### src/hw/rtl/apf_ram.sv
// ----------------------------------------------------------------------------
// apf_ram
// Single write port, single read port memory with registered read data.
// ----------------------------------------------------------------------------
module apf_ram #(
   parameter int DEPTH = 64,
   parameter int WIDTH = 8
) (
   input  logic                     clock,
   input  logic                     wr_en,
   input  logic [$clog2(DEPTH)-1:0] wr_addr,
   input  logic [WIDTH-1:0]         wr_data,
   input  logic [$clog2(DEPTH)-1:0] rd_addr,
   output logic [WIDTH-1:0]         rd_data
);

   logic [WIDTH-1:0] mem [DEPTH];
   logic [WIDTH-1:0] rd_data_ff;

   always_ff @(posedge clock) begin
      if (wr_en) begin
         mem[wr_addr] <= wr_data;
      end
   end

   always_ff @(posedge clock) begin
      rd_data_ff <= mem[rd_addr];
   end

   assign rd_data = rd_data_ff;

endmodule

### config.mk
export PLATFORM = sky130hd
export DESIGN_NAME = apf_ram
export DESIGN_NICKNAME = d
export VERILOG_FILES = /design/src/hw/rtl/apf_ram.sv
export SDC_FILE = /design/constraint.sdc
export NUM_CORES = 1
export LEC_CHECK = 0
export BUFFER_PORTS_ARGS = -buffer_cell sky130_fd_sc_hd__buf_4
export CAP_MARGIN = 10
export CORE_MARGIN = 2
export CORE_UTILIZATION = 30
export CTS_CLUSTER_DIAMETER = 60
export DETAILED_ROUTE_END_ITERATION = 8
export HOLD_SLACK_MARGIN = 0.12
export PLACE_DENSITY_LB_ADDON = 0.3
export RECOVER_POWER = 25
export SLEW_MARGIN = 0
export SYNTH_ARGS = -nofsm -noshare
export SYNTH_HDL_FRONTEND = slang
export SYNTH_SLANG_ARGS = --single-unit
### constraint.sdc
create_clock -name clock -period 3.2 [get_ports clock]
set_clock_uncertainty 0.1 [all_clocks]
set_input_delay 0.48 -clock clock [delete_from_list [all_inputs] [get_ports clock]]
set_output_delay 0.48 -clock clock [all_outputs]
set_load 0.01 [all_outputs]
* Word level (Yosys, flattened, before mapping)
Memories as Yosys holds them, arrays and structs flattened. A register that Yosys moved wholly into a read port is not among the register bits. Index checks and enable logic that the tools add are counted.
Word-level totals: memory bits (writable) 512, bits in registers 0, output and inout bits 8, memories 1
Cells by class: multiplexer cells 2
Memory list:
- mem | words 64, width 8, read ports 1, clocked after Yosys merged registers in 1, write ports 1, RTL line 17 | logic [WIDTH-1:0] mem [DEPTH];
Operators with widths (number):
- 2-to-1 mux 1 bit | 2

* Depth between registers and ports, before layout
depth after elaboration 2, mapped depth 9, depth with buffers taken out 5

* Worst setup path before layout
OpenSTA, ideal clock, no wires.
path kind input to register, start point in rd_addr[1], end point reg rd_data_ff[3] (netlist: rd_data[3]) (read register of mem), arrival 2.020 ns, cell stages on the path 7, buffers on the path 3, slack 0.952 ns, required time 2.972 ns, cell sequence buf_4 buf_2 buf_2 mux4_2 mux4_2 o21ai_1 o41ai_1
RTL lines:
- from (decl) | RTL line 13 | input logic [$clog2(DEPTH)-1:0] rd_addr,
- to (decl) | RTL line 18 | logic [WIDTH-1:0] rd_data_ff;

==> impl_metrics.toml <==
[logic_synthesis]
synthFlopType = "edfxtp_1"
synth_seq_area_share_pct = 77.03
syn_area_um2 = 20170
yosysMostFrequentCell = "edfxtp_1"
synth_warnings = 0
yosysTopAreaCell = "edfxtp_1"
synth_cell_types = 40
syn_area_per_cell_um2 = 21.45
synth-edff-count = 512
synth_cells = 940
synth_commonest_cells = "edfxtp_1 (512), mux4_2 (126), nor2_1 (83)"
synth_top_area_share_pct = 76.24
synth_area_leaders = "edfxtp_1 (76%), mux4_2 (14%), nor2_1 (1.5%)"
ys_ff_latch = 520
async_reset_ff_share_pct = 0
synth_fp_nets = 962

[worst_setup_path]
cp_max_fo = 1
required_ns = 3.55
rrSetupSlack_ns = 0.75
start_kind = "register"
cp-end-kind = "register"
worstPathCellList = "mux4_2 -> mux2_2 -> o221a_2 -> nor3_1 -> o32ai_1"
rr_startpoint = "mem[21][4]"
arrival_ns = 2.80
r2r_end = "rd_data[4]"
path_buf_inv = 0
cp_top_family = "multiplexers"
crit_start = "mem[21][4]"
crit_cells = 5
crit_slowest_cell = "nor3_1"
ff2ff_path_depth = 5
cpPeakStageDelay_ns = 0.56
critical_path_class = "register to register"
endpoint = "rd_data[4]"

[cts]
clockBufferDepth = 3
cts.clk_slew.worst_paths_ns = 0.06
clk_latency_ns = 0.59
clkSinkCount = 520
cts_buffers = 54
cts_root_buf = "clkbuf_16"
htree_levels = 2
cts_setup_buffers = 0
cts_tree = "done"

[global_route]
grt_pass1_vias = 10220
grt_max_degree = 65
antenna_found_initial = 2
grt_usage_pct = 14.06
grt_first_pass_wirelength_mm = 71.10
grt_overflow = 0

[routing]
wl_per_cell_um = 24.41
via_per_inst = 4.961
first_iter_violations = 781
drt_wl_total_mm = 48.50
via_count = 9857
drt_pass1_iterations = 5
ant_nets = 0
drc = 0

[floorplan]
die-area_um2 = 69310
die_h_um = 263.3
core_um2 = 66800
die-width_um = 263.3
start_util_pct = 30.19
rows = 95
pin_count = 30

[power]
pwr-share-seq_pct = 53.2
p_comb_share_pct = 5.2
ir_drop_mv = 0.4033
clock_power_share_pct = 41.5
p_int_mw = 11.22
p_sw_mw = 3.012
p_sw_share_pct = 21.17
power_density_nw_per_um2 = 602.7
leakage_nw = 7.441

[placement]
dp_slack_ns = 0.2077
dp_hpwl_mm = 30.46
gp_congestion = 0.7912
io_buffers = 29

[sta]
finalSetupViolCount = 0
fmax_mhz = 408.2
setup_tns_ns = 0
grt_setup_unrepaired = "no"
final-hold-violation-count = 0
final.min_clock_period_ns = 2.450
period_share_pct = 76.56
worst_pin_slew_ns = 1.476
relSlewSlack_pct = 1.580
setup_ws_ns = 0.7501
maxSlewViolCount = 0

[final_layout]
drive_above_1_share_pct = 30.70
multiInputGateArea_um2 = 4315
area_growth_syn_to_layout_pct = 17.08
diodes = 0
fin_nets = 1098
regArea_um2 = 15530
fillers = 6222

[job]
maxCapViolations = 0

[hold_path]
min_path_type = "primary input to register"

[run_status]
status = "completed"
==> sequential cells by signal, indices dropped and copies added, names as in the netlist <==
name / flops
mem: 512
rd_data: 8
==> power groups by stage <==
stage | Combinational, mW | Clock, mW | Sequential (mW)
5_1_grt | 0.800 | 6.32 | 7.58
6_report | 0.744 | 5.91 | 7.58
4_1_cts | 0.763 | 6.07 | 7.57
3_3_place_gp | 0.752 | 0 | 7.71
2_1_floorplan | 0.402 | 0 | 7.70
3_5_place_dp | 0.761 | 0 | 7.71
==> cells by family after synthesis <==
logic type / Yosys count / share of synthesized area, %
flops: 520 / 77.03
compound gates: 54 / 2.072
buf+inv: 51 / 1.570
mux: 162 / 15.94
simple gates: 153 / 3.387
==> worst register-to-register path: stages, from the launching register on <==
cell and delay (ns):
edfxtp_1 0.35, mux4_2 0.50, mux2_2 0.33, o221a_2 0.29
nor3_1 0.56, o32ai_1 0.19
==> cell type report <==
type,count,share of cell area (%)
flip-flops and latches,520,65.79
clock buffers,66,6.004
repair buffers,131,4.329
multi-input cells,369,18.28
well taps,873,4.626
clock inverters,28,0.9697
==> layer usage <==
metal / track usage, % / wire length [um] / share of wire [%]
met5: 0 / 27 / 0.056
met4: 4.185 / 1160 / 2.4
met3: 3.152 / 2911 / 6.0
met2: 21.59 / 22220 / 46
met1: 20.00 / 22180 / 46
==> worst min-delay path by stage <==
stage | startpoint | to | slack, ns | cells after the start
global route | rd_addr[4] | rd_data[1] | 0.33 | 3
global placement | mem[18][2] | rd_data[2] | 0.72 | 4
CTS | rd_addr[4] | rd_data[2] | 0.29 | 3
floorplan | wr_data[0] | mem[0][0] | 0.48 | 0
detailed placement | mem[23][2] | rd_data[2] | 0.72 | 4
finish | rd_addr[4] | rd_data[1] | 0.34 | 3
==> what timing repair did <==
action                    4_1_cts  5_1_grt
hold buffers                    1        0
hold endpoints to repair        2        0
resized for setup               0        0
==> through the flow <==
stage	area (um2)	hold slack, ns	util [%]	total power, mW	std cells
5_1_grt	23610	0.3278	35.35	14.70	1987
4_1_cts	23630	0.2933	35.38	14.40	1987
3_3_place_gp	21970	0.7221	32.90	8.463	1892
3_5_place_dp	21970	0.7234	32.90	8.472	1892
2_1_floorplan	20170	0.4789	-	8.102	940
6_report	23610	0.3447	35.35	14.23	1987
==> layout by cell type (no fill, tap or decap), types with 4 or more instances in the layout <==
cell | netlist | routed
a211oi_1 | 4 | 4
a221oi_1 | 6 | 6
buf_12 | 2 | 4
buf_4 | 13 | 117
clkbuf_1 | 17 | 11
clkbuf_16 | 0 | 55
clkbuf_2 | 0 | 8
clkinv_1 | 0 | 12
clkinv_2 | 0 | 7
dfxtp_1 | 8 | 8
edfxtp_1 | 512 | 512
inv_6 | 0 | 4
mux2_2 | 13 | 13
mux2i_1 | 23 | 23
mux4_2 | 126 | 126
nand2_1 | 19 | 19
nand2b_1 | 7 | 7
nand3_1 | 13 | 13
nor2_1 | 83 | 83
nor2b_1 | 14 | 14
nor3_1 | 7 | 7
o221ai_1 | 8 | 8
o22ai_1 | 8 | 8
Note: power is estimated with default switching activity, not from simulation.
