--- src/hw/rtl/apf_pkg.sv ---
// ----------------------------------------------------------------------------
// apf_pkg
// Shared types, request codes and defaults of the articulation point finder.
// ----------------------------------------------------------------------------
package apf_pkg;

   localparam int DEF_MAX_VERTICES = 64;
   localparam int DEF_MAX_EDGES    = 256;
   localparam int END_W            = 6;
   localparam int VCNT_W           = 7;
   localparam logic [VCNT_W-1:0] VCOUNT_RESET = 7'd64;

   localparam logic [1:0] FUNC_ADD     = 2'd0;
   localparam logic [1:0] FUNC_ADD_RUN = 2'd1;
   localparam logic [1:0] FUNC_RUN     = 2'd2;

   typedef struct packed {
      logic [1:0]       func;
      logic [END_W-1:0] end_a;
      logic [END_W-1:0] end_b;
   } req_type;

   typedef struct packed {
      logic [END_W-1:0]  cut_vertex;
      logic [VCNT_W-1:0] point_count;
      logic              none_found;
      logic              edge_overflow;
      logic              last_result;
   } rsp_type;

   typedef struct packed {
      logic run;
      logic dropped;
   } run_ctl_type;

   typedef enum logic [3:0] {
      S_IDLE, S_START, S_ROOT, S_EREAD, S_EDGE, S_NBR, S_POPW, S_COUNT, S_EMIT
   } walk_state_type;

endpackage

--- src/hw/rtl/apf_ram.sv ---
// ----------------------------------------------------------------------------
// apf_ram
// Single write port, single read port memory with registered read data.
// ----------------------------------------------------------------------------
module apf_ram #(
   parameter int DEPTH = 64,
   parameter int WIDTH = 8
) (
   input  logic                     clock,
   input  logic                     wr_en,
   input  logic [$clog2(DEPTH)-1:0] wr_addr,
   input  logic [WIDTH-1:0]         wr_data,
   input  logic [$clog2(DEPTH)-1:0] rd_addr,
   output logic [WIDTH-1:0]         rd_data
);

   logic [WIDTH-1:0] mem [DEPTH];
   logic [WIDTH-1:0] rd_data_ff;

   always_ff @(posedge clock) begin
      if (wr_en) begin
         mem[wr_addr] <= wr_data;
      end
   end

   always_ff @(posedge clock) begin
      rd_data_ff <= mem[rd_addr];
   end

   assign rd_data = rd_data_ff;

endmodule

--- src/hw/rtl/apf_search.sv ---
// ----------------------------------------------------------------------------
// apf_search
// Depth-first cut vertex search over the edge store, then result emission.
// ----------------------------------------------------------------------------
module apf_search
   import apf_pkg::*;
#(
   parameter int MAX_VERTICES = DEF_MAX_VERTICES,
   parameter int MAX_EDGES    = DEF_MAX_EDGES
) (
   input  logic                           clock,
   input  logic                           reset,
   input  run_ctl_type                    ctl,
   input  logic [$clog2(MAX_VERTICES+1)-1:0] n_vert,
   input  logic [$clog2(MAX_EDGES+1)-1:0] edges_loaded,
   output logic [$clog2(MAX_EDGES)-1:0]   edge_raddr,
   input  logic [2*END_W-1:0]             edge_rdata,
   output logic                           busy,
   output logic                           finish,
   output logic                           rsp_strobe,
   output rsp_type                        rsp_data
);

   localparam int VW  = $clog2(MAX_VERTICES);
   localparam int NW  = $clog2(MAX_VERTICES+1);
   localparam int TW  = $clog2(MAX_VERTICES+2);
   localparam int EAW = $clog2(MAX_EDGES);
   localparam int ECW = $clog2(MAX_EDGES+1);

   typedef struct packed {
      logic [VW-1:0]  vtx;
      logic [VW-1:0]  par;
      logic           has_par;
      logic [ECW-1:0] next;
      logic [NW-1:0]  kids;
      logic [TW-1:0]  disc;
      logic [TW-1:0]  low;
   } frame_type;

   localparam int FW = $bits(frame_type);

   walk_state_type state_ff, state_in;
   frame_type top_ff, top_in;
   logic [VW-1:0] sp_ff, sp_in;
   logic [NW-1:0] scan_ff, scan_in;
   logic [TW-1:0] time_ff, time_in;
   logic [NW-1:0] count_ff, count_in;
   logic [NW-1:0] k_ff, k_in;
   logic [VW-1:0] nb_ff, nb_in;
   logic [TW-1:0] clow_ff, clow_in;
   logic ovf_ff, ovf_in;
   logic [MAX_VERTICES-1:0] vis_ff, vis_in, cut_ff, cut_in;
   logic rsp_strobe_ff, rsp_strobe_in;
   rsp_type rsp_data_ff, rsp_data_in;

   logic st_we, dm_we;
   logic [VW-1:0] st_waddr, st_raddr, dm_addr, dm_raddr;
   logic [FW-1:0] st_rdata;
   logic [TW-1:0] dm_rdata;
   frame_type parent;
   logic [END_W-1:0] ea, eb;
   logic [VW-1:0] nb;
   logic [VW-1:0] scan_v;

   apf_ram #(.DEPTH(MAX_VERTICES), .WIDTH(FW)) u_stack (
      .clock(clock), .wr_en(st_we), .wr_addr(st_waddr), .wr_data(top_ff),
      .rd_addr(st_raddr), .rd_data(st_rdata)
   );

   apf_ram #(.DEPTH(MAX_VERTICES), .WIDTH(TW)) u_disc (
      .clock(clock), .wr_en(dm_we), .wr_addr(dm_addr), .wr_data(time_ff),
      .rd_addr(dm_raddr), .rd_data(dm_rdata)
   );

   assign parent = frame_type'(st_rdata);
   assign ea = edge_rdata[2*END_W-1:END_W];
   assign eb = edge_rdata[END_W-1:0];
   assign nb = (VW'(ea) == top_ff.vtx) ? VW'(eb) : VW'(ea);
   assign scan_v = scan_ff[VW-1:0];

   always_ff @(posedge clock) begin
      if (reset) begin
         state_ff      <= S_IDLE;
         rsp_strobe_ff <= 1'b0;
         vis_ff        <= '0;
         cut_ff        <= '0;
      end else begin
         state_ff      <= state_in;
         rsp_strobe_ff <= rsp_strobe_in;
         vis_ff        <= vis_in;
         cut_ff        <= cut_in;
      end
   end

   always_ff @(posedge clock) begin
      top_ff      <= top_in;
      sp_ff       <= sp_in;
      scan_ff     <= scan_in;
      time_ff     <= time_in;
      count_ff    <= count_in;
      k_ff        <= k_in;
      nb_ff       <= nb_in;
      clow_ff     <= clow_in;
      ovf_ff      <= ovf_in;
      rsp_data_ff <= rsp_data_in;
   end

   always_comb begin
      state_in      = state_ff;
      top_in        = top_ff;
      sp_in         = sp_ff;
      scan_in       = scan_ff;
      time_in       = time_ff;
      count_in      = count_ff;
      k_in          = k_ff;
      nb_in         = nb_ff;
      clow_in       = clow_ff;
      ovf_in        = ovf_ff;
      vis_in        = vis_ff;
      cut_in        = cut_ff;
      rsp_strobe_in = 1'b0;
      rsp_data_in   = rsp_data_ff;
      st_we         = 1'b0;
      st_waddr      = sp_ff;
      st_raddr      = sp_ff - VW'(1);
      dm_we         = 1'b0;
      dm_addr       = nb;
      dm_raddr      = nb;
      edge_raddr    = top_ff.next[EAW-1:0];
      finish        = 1'b0;
      case (state_ff)
         S_IDLE: begin
            if (ctl.run) begin
               state_in = S_START;
               ovf_in   = ctl.dropped;
            end
         end
         S_START: begin
            vis_in   = '0;
            cut_in   = '0;
            time_in  = TW'(1);
            scan_in  = '0;
            state_in = S_ROOT;
         end
         S_ROOT: begin
            if (scan_ff >= n_vert) begin
               scan_in  = '0;
               count_in = '0;
               state_in = S_COUNT;
            end else if (!vis_ff[scan_v]) begin
               top_in          = '0;
               top_in.vtx      = scan_v;
               top_in.disc     = time_ff;
               top_in.low      = time_ff;
               sp_in           = '0;
               dm_we           = 1'b1;
               dm_addr         = scan_v;
               vis_in[scan_v]  = 1'b1;
               time_in         = time_ff + TW'(1);
               state_in        = S_EREAD;
            end else begin
               scan_in = scan_ff + NW'(1);
            end
         end
         S_EREAD: begin
            if (top_ff.next < edges_loaded) begin
               top_in.next = top_ff.next + ECW'(1);
               state_in    = S_EDGE;
            end else if (sp_ff == '0) begin
               if (top_ff.kids > NW'(1)) begin
                  cut_in[top_ff.vtx] = 1'b1;
               end
               scan_in  = scan_ff + NW'(1);
               state_in = S_ROOT;
            end else begin
               sp_in    = sp_ff - VW'(1);
               clow_in  = top_ff.low;
               state_in = S_POPW;
            end
         end
         S_EDGE: begin
            state_in = S_EREAD;
            if ((int'(ea) < int'(n_vert)) && (int'(eb) < int'(n_vert)) &&
                ((VW'(ea) == top_ff.vtx) || (VW'(eb) == top_ff.vtx)) &&
                !(top_ff.has_par && (nb == top_ff.par))) begin
               nb_in = nb;
               if (vis_ff[nb]) begin
                  state_in = S_NBR;
               end else if (int'(sp_ff) + 1 < MAX_VERTICES) begin
                  st_we          = 1'b1;
                  sp_in          = sp_ff + VW'(1);
                  top_in         = '0;
                  top_in.vtx     = nb;
                  top_in.par     = top_ff.vtx;
                  top_in.has_par = 1'b1;
                  top_in.disc    = time_ff;
                  top_in.low     = time_ff;
                  dm_we          = 1'b1;
                  vis_in[nb]     = 1'b1;
                  time_in        = time_ff + TW'(1);
               end
            end
         end
         S_NBR: begin
            if (dm_rdata < top_ff.low) begin
               top_in.low = dm_rdata;
            end
            state_in = S_EREAD;
         end
         S_POPW: begin
            top_in      = parent;
            top_in.kids = parent.kids + NW'(1);
            if (clow_ff < parent.low) begin
               top_in.low = clow_ff;
            end
            if (parent.has_par && (clow_ff >= parent.disc)) begin
               cut_in[parent.vtx] = 1'b1;
            end
            state_in = S_EREAD;
         end
         S_COUNT: begin
            if (scan_ff >= n_vert) begin
               scan_in  = '0;
               k_in     = '0;
               state_in = S_EMIT;
            end else begin
               count_in = count_ff + NW'(cut_ff[scan_v]);
               scan_in  = scan_ff + NW'(1);
            end
         end
         S_EMIT: begin
            rsp_data_in.point_count   = VCNT_W'(count_ff);
            rsp_data_in.edge_overflow = ovf_ff;
            rsp_data_in.none_found    = 1'b0;
            rsp_data_in.cut_vertex    = END_W'(scan_v);
            rsp_data_in.last_result   = (k_ff + NW'(1) == count_ff);
            if (count_ff == '0) begin
               rsp_strobe_in           = 1'b1;
               rsp_data_in.cut_vertex  = '0;
               rsp_data_in.none_found  = 1'b1;
               rsp_data_in.last_result = 1'b1;
               finish                  = 1'b1;
               state_in                = S_IDLE;
            end else if (scan_ff >= n_vert) begin
               finish   = 1'b1;
               state_in = S_IDLE;
            end else begin
               scan_in = scan_ff + NW'(1);
               if (cut_ff[scan_v]) begin
                  rsp_strobe_in = 1'b1;
                  k_in          = k_ff + NW'(1);
                  if (k_ff + NW'(1) == count_ff) begin
                     finish   = 1'b1;
                     state_in = S_IDLE;
                  end
               end
            end
         end
         default: begin
            state_in = S_IDLE;
         end
      endcase
   end

   assign busy       = (state_ff != S_IDLE);
   assign rsp_strobe = rsp_strobe_ff;
   assign rsp_data   = rsp_data_ff;

endmodule

--- config.mk ---
export PLATFORM = sky130hd
export DESIGN_NAME = apf_search
export DESIGN_NICKNAME = d
export VERILOG_FILES = /design/src/hw/rtl/apf_pkg.sv /design/src/hw/rtl/apf_ram.sv /design/src/hw/rtl/apf_search.sv
export SDC_FILE = /design/constraint.sdc
export NUM_CORES = 2
export LEC_CHECK = 0
export BUFFER_PORTS_ARGS = -buffer_cell sky130_fd_sc_hd__buf_2
export CORE_MARGIN = 4
export CORE_UTILIZATION = 54
export CTS_CLUSTER_DIAMETER = 100
export DETAILED_ROUTE_END_ITERATION = 7
export GPL_ROUTABILITY_DRIVEN = 0
export HOLD_SLACK_MARGIN = 0.1
export PLACE_DENSITY = 0.76
export SLEW_MARGIN = 10
export SYNTH_ARGS = -nofsm -noshare
export SYNTH_HDL_FRONTEND = slang
export SYNTH_HIERARCHICAL = 1
export SYNTH_SLANG_ARGS = --single-unit
--- constraint.sdc ---
create_clock -name clock -period 10.12 [get_ports clock]
set_clock_uncertainty 0.05 [all_clocks]
set_input_delay 1.012 -clock clock [delete_from_list [all_inputs] [get_ports clock]]
set_output_delay 1.012 -clock clock [all_outputs]
set_load 0.02 [all_outputs]
# Word-level counts from Yosys, hierarchy flattened
# Memories as Yosys holds them, arrays and structs flattened. A register that Yosys moved wholly into a read port is not among the register bits.
# Index checks and enable logic that the tools add are counted.
[op_classes]
add_sub_neg = 9
multipliers = 0
n_div = 0
n_lt_le_gt_ge = 17
eq_ne = 35
n_shift = 0
n_mux = 103
bitwise = 7
reduce_logical = 38
[op_table]
columns = ["op", "n"]
rows = [
  ["$mux W64", 9],
  ["$pmux W64 S3", 2],
  ["$or A64 B64 Y64", 4],
  ["$mux W43", 5],
  ["$mux W7", 19],
  ["$mux W6", 11],
  ["$pmux W14 S3", 1],
  ["$pmux W13 S3", 1],
  ["$ne A2 B2 Y1 const B", 19],
  ["$mux W4", 9],
  ["$pmux W9 S4", 1],
  ["$pmux W7 S5", 1],
  ["$pmux W4 S8", 1],
  ["$add A7 B1 Y7 const B", 4],
  ["$lt A6 B7 Y1 const B", 4],
  ["$pmux W7 S2", 2],
  ["$pmux W7 S4", 1],
  ["$mux W1", 26],
  ["$demux W1 S6", 4],
  ["$ge A6 B1 Y1 const B", 4],
  ["$pmux W7 S3", 1],
  ["$bmux W1 S6", 3],
  ["$eq A6 B6 Y1", 3],
  ["$pmux W6 S3", 1],
  ["other kinds (39)", 73],
]
[totals]
regBits = 234
latch_bits = 0
ram_bits = 3200
romBits = 0
in_bits = 32
out_inout_bits = 27
elab_cells = 234
mem_count = 2
[mem_list]
columns = ["memory", "words", "word_bits", "rd", "rd_clocked_by_memory_dff", "wr", "line", "source"]
rows = [
  ["u_stack.mem", 64, 43, 1, 1, 1, "apf_ram.sv:17", "logic [WIDTH-1:0] mem [DEPTH];"],
  ["u_disc.mem", 64, 7, 1, 1, 1, "apf_ram.sv:17", ""],
]

# Longest topological paths before layout
[logic_depth]
word_depth = 11
mapped_depth = 17
mapped_depth_nobuf = 15

# Hierarchy
# The synthesis kept the hierarchy.
[by_module_without_submodules]
columns = ["module", "instances", "cells_per_inst", "area_per_inst_um2", "seq_area_each_um2"]
rows = [
  ["apf_ram (u_stack)", 1, 4444, 105393.6, 83500.1],
  ["apf_ram (u_disc)", 1, 837, 17673.2, 13593.0],
  ["apf_search", 1, 1561, 14393.8, 5695.5],
]

# Worst setup path before layout
# No wires, ideal clock.
[synth_timing]
path_type = "register to register"
startpoint = "register top_ff[38] (netlist name)"
endpoint = "memory u_stack/mem[48][0] (netlist name) (enable)"
setup_ns = 0.496
t_arrival_ns = 6.883
t_required_ns = 9.574
setup_slack_ns = 2.691
path_stages_with_launch = 16
path_buffers = 1
period_less_slack_ns = 7.429
path_cell_list = "edfxtp_1 -> buf_6 -> xnor2_2 -> nand4_2 -> nor2_8 -> mux2i_4 -> inv_6 -> nor3_2 -> o211ai_1 -> and4_4 -> nand4_2 -> nand2_1 -> nor2_1 -> nor2b_1 -> nand4b_1 -> nor3_1"
[synth_via]
elab_chain_len = 10
word_cells_on_any_way = 16
cone_classes = "eq/ne (3); mux (8); reduce/logical (5)"
[synth_rtl]
columns = ["element", "line", "source"]
rows = [
  ["from (decl)", "apf_search.sv:43", "frame_type top_ff, top_in;"],
  ["from (signal assigned)", "apf_search.sv:96", "top_ff <= top_in;"],
  ["$eq A6 B6 Y1 (*)", "apf_search.sv:78", "assign nb = (VW'(ea) == top_ff.vtx) ? VW'(eb) : VW'(ea);"],
  ["$mux W6 (*)", "apf_search.sv:78", ""],
  ["named net dm_raddr[4]", "apf_search.sv:57", "logic [VW-1:0] st_waddr, st_raddr, dm_addr, dm_raddr;"],
  ["parallel branches: the longest is 4 deep, another holds $bmux W1 S6", "-", ""],
  ["$mux W1 (*)", "apf_search.sv:183", "if ((int'(ea) < int'(n_vert)) && (int'(eb) < int'(n_vert)) &&"],
  ["$mux W1 (*)", "apf_search.sv:131", "case (state_ff)"],
  ["named net st_we", "apf_search.sv:56", "logic st_we, dm_we;"],
  ["$mux W1 (*)", "apf_ram.sv:21", "if (wr_en) begin"],
  ["$mux W1 (implied by the code) (*)", "apf_ram.sv:22", "mem[wr_addr] <= wr_data;"],
  ["to (decl)", "apf_ram.sv:17", ""],
]
# Mark *: on every way through the listed nets, which the timed path passes. The select of a mux whose other input is x is not followed.

# Final worst setup path
[layout_timing]
startpoint = "register top_ff[40] (netlist name)"
endpoint = "memory u_stack/mem[9][23] (netlist name) (enable)"
[layout_via]
elab_chain_len = 10
word_cells_on_any_way = 16
cone_classes = "eq/ne (3); mux (8); reduce/logical (5)"
[layout_rtl]
columns = ["element", "line"]
rows = [
  ["parallel branches: the longest is 6 deep, another holds $eq A6 B6 Y1", "-"],
  ["$mux W1 (*)", "apf_search.sv:183"],
  ["$mux W1 (*)", "apf_search.sv:131"],
  ["named net st_we", "apf_search.sv:56"],
  ["$mux W1 (*)", "apf_ram.sv:21"],
  ["$mux W1 (implied by the code) (*)", "apf_ram.sv:22"],
]
# Marked as above.

==> results.ini <==
[critical_path]
crit_path_max_fanout = 69
crit_path_start_kind = flop
arrival_ns = 8.07
critPathKind = reg2reg
critPathCaptureType = flop
crit_required_ns = 10.67

[yosys]
synthXorXnorAreaFrac = 0.004123
syn-instance-count = 6842
synth_top_area_frac = 0.7211
yosys.area_share.simple = 0.03119
synth_compound_area_frac = 0.04090
avgSynthCellArea_um2 = 20.09
yosys_warnings = 6
synthTopCellsByArea = edfxtp_1 (72%), mux4_2 (14%), dfxtp_1 (2.7%)
synth_top_family_by_area = multiplexers
synthesis.nets = 6927
yosysMostFrequentCell = edfxtp_1
synthFlopType = edfxtp_1
synth-edff-count = 3301
ys_ff_latch = 3484
seq_area_frac_synth = 0.7478
yosysTopAreaCell = edfxtp_1
ys_async_sr_fraction = 0
ys_top_cells_by_count = edfxtp_1 (3301), mux4_2 (848), nor2_1 (380)
synthMuxAreaShare = 0.1547
synth_area_um2 = 137500
synthAdderAreaFrac = 0.004824
synthDistinctLibCells = 89

[detailed_routing]
wl_mm = 367.3
routedWlPerCell_um = 34.39
vias_per_cell = 6.883
drc = 29
dr.pass1.iters = 8
drt.antenna.violating_nets = 0
vias = 73504
drt_iter0_drc = 12194

[sta]
maxSlewHeadroom = 0.05764
fmax_mhz = 132.9
rsz0062_at_grt = no
setup_viol = 0
slew_viol_final = 0
period_minus_slack_ns = 7.522
fin_crit_sh = 0.7433
worst_pin_slew_ns = 1.403
hold_viol = 0
fin_tns_setup_ns = 0

[cells_and_area]
multi_input_area_um2 = 33010
layout-drive-gt1-share = 0.2576
seq_area_um2 = 102800
area_growth_pct = 11.47
finalNonFillerCells = 10679
fillCellCount = 16971
nNetsFinal = 7137

[worst_hold_path]
hp-class = in2reg

[pwr]
irDropWorstVdd_mv = 0.6346
leakagePower_uw = 0.04818
power_density_nw_per_um2 = 316.9

[run_status]
status = finished, violations left
violations = DRC

[die]
core_area_um2 = 252300
die_y_um = 512.5
dieArea_um2 = 262700
initial_core_util = 0.5448
io_pins = 59
placementRows = 184
die_w_um = 512.5

[clock_network]
cts_hold_buf = 0
htreeDepth = 5
cts_buffers = 352
cts_tree = built
cts.path.max_buffers = 4
post-cts-setup-buffers = 0
clk_pin_slew_ns = 0.06
cts-root-buf = clkbuf_16
clk_latency_ns = 0.97
clock_sinks = 3484
post_cts_resized = 0

[placed_design]
port_buffers = 58
dp_hpwl_mm = 213.7
post-place-cells = 10046

[grt]
grt_max_degree = 114
grt.total_usage = 0.2776
grt_pass1_wl_mm = 526.0
gr-total-overflow = 0
grt_pass1_vias = 71656
antenna_found_initial = 17

[flow_run]
cap_violations = 0

where the power goes:
group	leakage [µW]	internal, µW	switching, µW
Combinational	0.0115	5640	12200
Clock	0.00540	7240	5350
Sequential	0.0312	17800	373
path summary, 6_finish.rpt:
path / depth (start not counted) / start / end / slack, ns
max: 14 / top_ff[40] / u_stack/mem[9][23] / 2.60
min: 1 / ctl[0] / ovf_ff / 0.21
max reg2reg: 14 / top_ff[40] / u_stack/mem[9][23] / 2.60
min reg2reg: 0 / ovf_ff / rsp_data[1] / 0.40
logic make-up (layout without fill, tap and decap cells):
kind of cell | count (synthesis) | count (layout)
multiplexers | 1049 | 1049
AO/OA/AOI/OAI | 837 | 837
AND/OR/NAND/NOR | 890 | 890
buffers and inverters | 466 | 945
adder cells (fa/ha/maj) | 53 | 53
other | 0 | 10
XOR/XNOR | 63 | 63
flip-flops | 3484 | 3484
worst max-delay path, stage by stage (launching register included):
cell and delay, ns:
edfxtp_1 0.42, xnor2_1 0.26, and4_4 0.33, a21boi_2 0.12, nor2_8 0.28, clkinv_4 0.64
mux2_1 0.56, a2111oi_0 0.55, nor4_1 0.13, nand4_2 0.21, nand2_1 0.11, nor2_1 0.69
nand3_1 1.12, nor2_4 1.20, buf_4 0.43
routing by layer:
metal / up-vias / share of wire / global-route usage
met1: 37861 / 0.35 / 0.3882
met3: 898 / 0.14 / 0.07719
met5: - / 0.00058 / 0.005047
met2: 5886 / 0.46 / 0.4186
li1: 28853 / - / -
met4: 6 / 0.049 / 0.1121
layout make-up:
type | instances | area share
repair buffers | 260 | 0.01236
well taps | 3348 | 0.02734
flip-flops and latches | 3484 | 0.6709
clock inverters | 198 | 0.01152
inverters | 62 | 0.001805
clock buffers | 425 | 0.06051
multi-input cells | 2892 | 0.2155
diodes | 10 | 0.0001633
per-stage QoR:
stage | total power (µW) | utilization | setup WS [ns] | area (µm²) | hold slack, ns
after floorplan | 28410 | - | 2.691 | 137500 | 0.3503
after global placement | 35310 | 0.5634 | 2.147 | 142100 | 0.3556
after detailed placement | 35570 | 0.5634 | 2.069 | 142100 | 0.3681
after CTS | 48140 | 0.6071 | 2.768 | 153200 | 0.1587
after global routing | 49680 | 0.6072 | 2.251 | 153200 | 0.1897
final | 48560 | 0.6072 | 2.598 | 153200 | 0.2097
registers in the layout, summed over array words and instances, names as in the netlist:
signal and cells:
time_ff 7, edge_raddr 8, u_stack/rd_data 43, count_ff 7
rsp_strobe 1, k_ff 7, u_stack/mem 2752, u_disc/rd_data 7
scan_ff 7, vis_ff 64, ovf_ff 1, rsp_data 16
u_disc/mem 448, top_ff 35, clow_ff 7, state_ff 4
cut_ff 64, sp_ff 6
placed cells by master, fill, tap and decap left out, types with 14 or more instances in the layout:
cell	netlist	final
clkinv_2	0	63
clkinv_4	3	14
a31oi_1	68	68
and3_1	39	39
xor2_1	30	28
o21ai_0	100	100
ha_1	53	53
xnor2_1	31	29
edfxtp_1	3301	3301
a21o_1	20	19
mux2_2	84	84
dfxtp_1	183	183
inv_1	57	54
nand3b_1	19	19
clkbuf_16	0	359
buf_4	40	195
nor2_4	0	62
nor2b_1	25	25
nor2_1	380	317
nand2b_1	30	28
a21oi_1	105	104
clkinv_1	0	72
o221ai_1	43	43
bufinv_16	0	28
nor3_1	68	63
o22ai_1	235	235
clkbuf_1	186	62
nand2_1	164	162
a22oi_1	75	75
buf_2	114	58
nand3_1	56	56
mux4_2	848	848
a211oi_1	44	44
o21ai_2	61	61
mux2i_1	111	111
No activity file was read; power rests on OpenSTA's default activity.
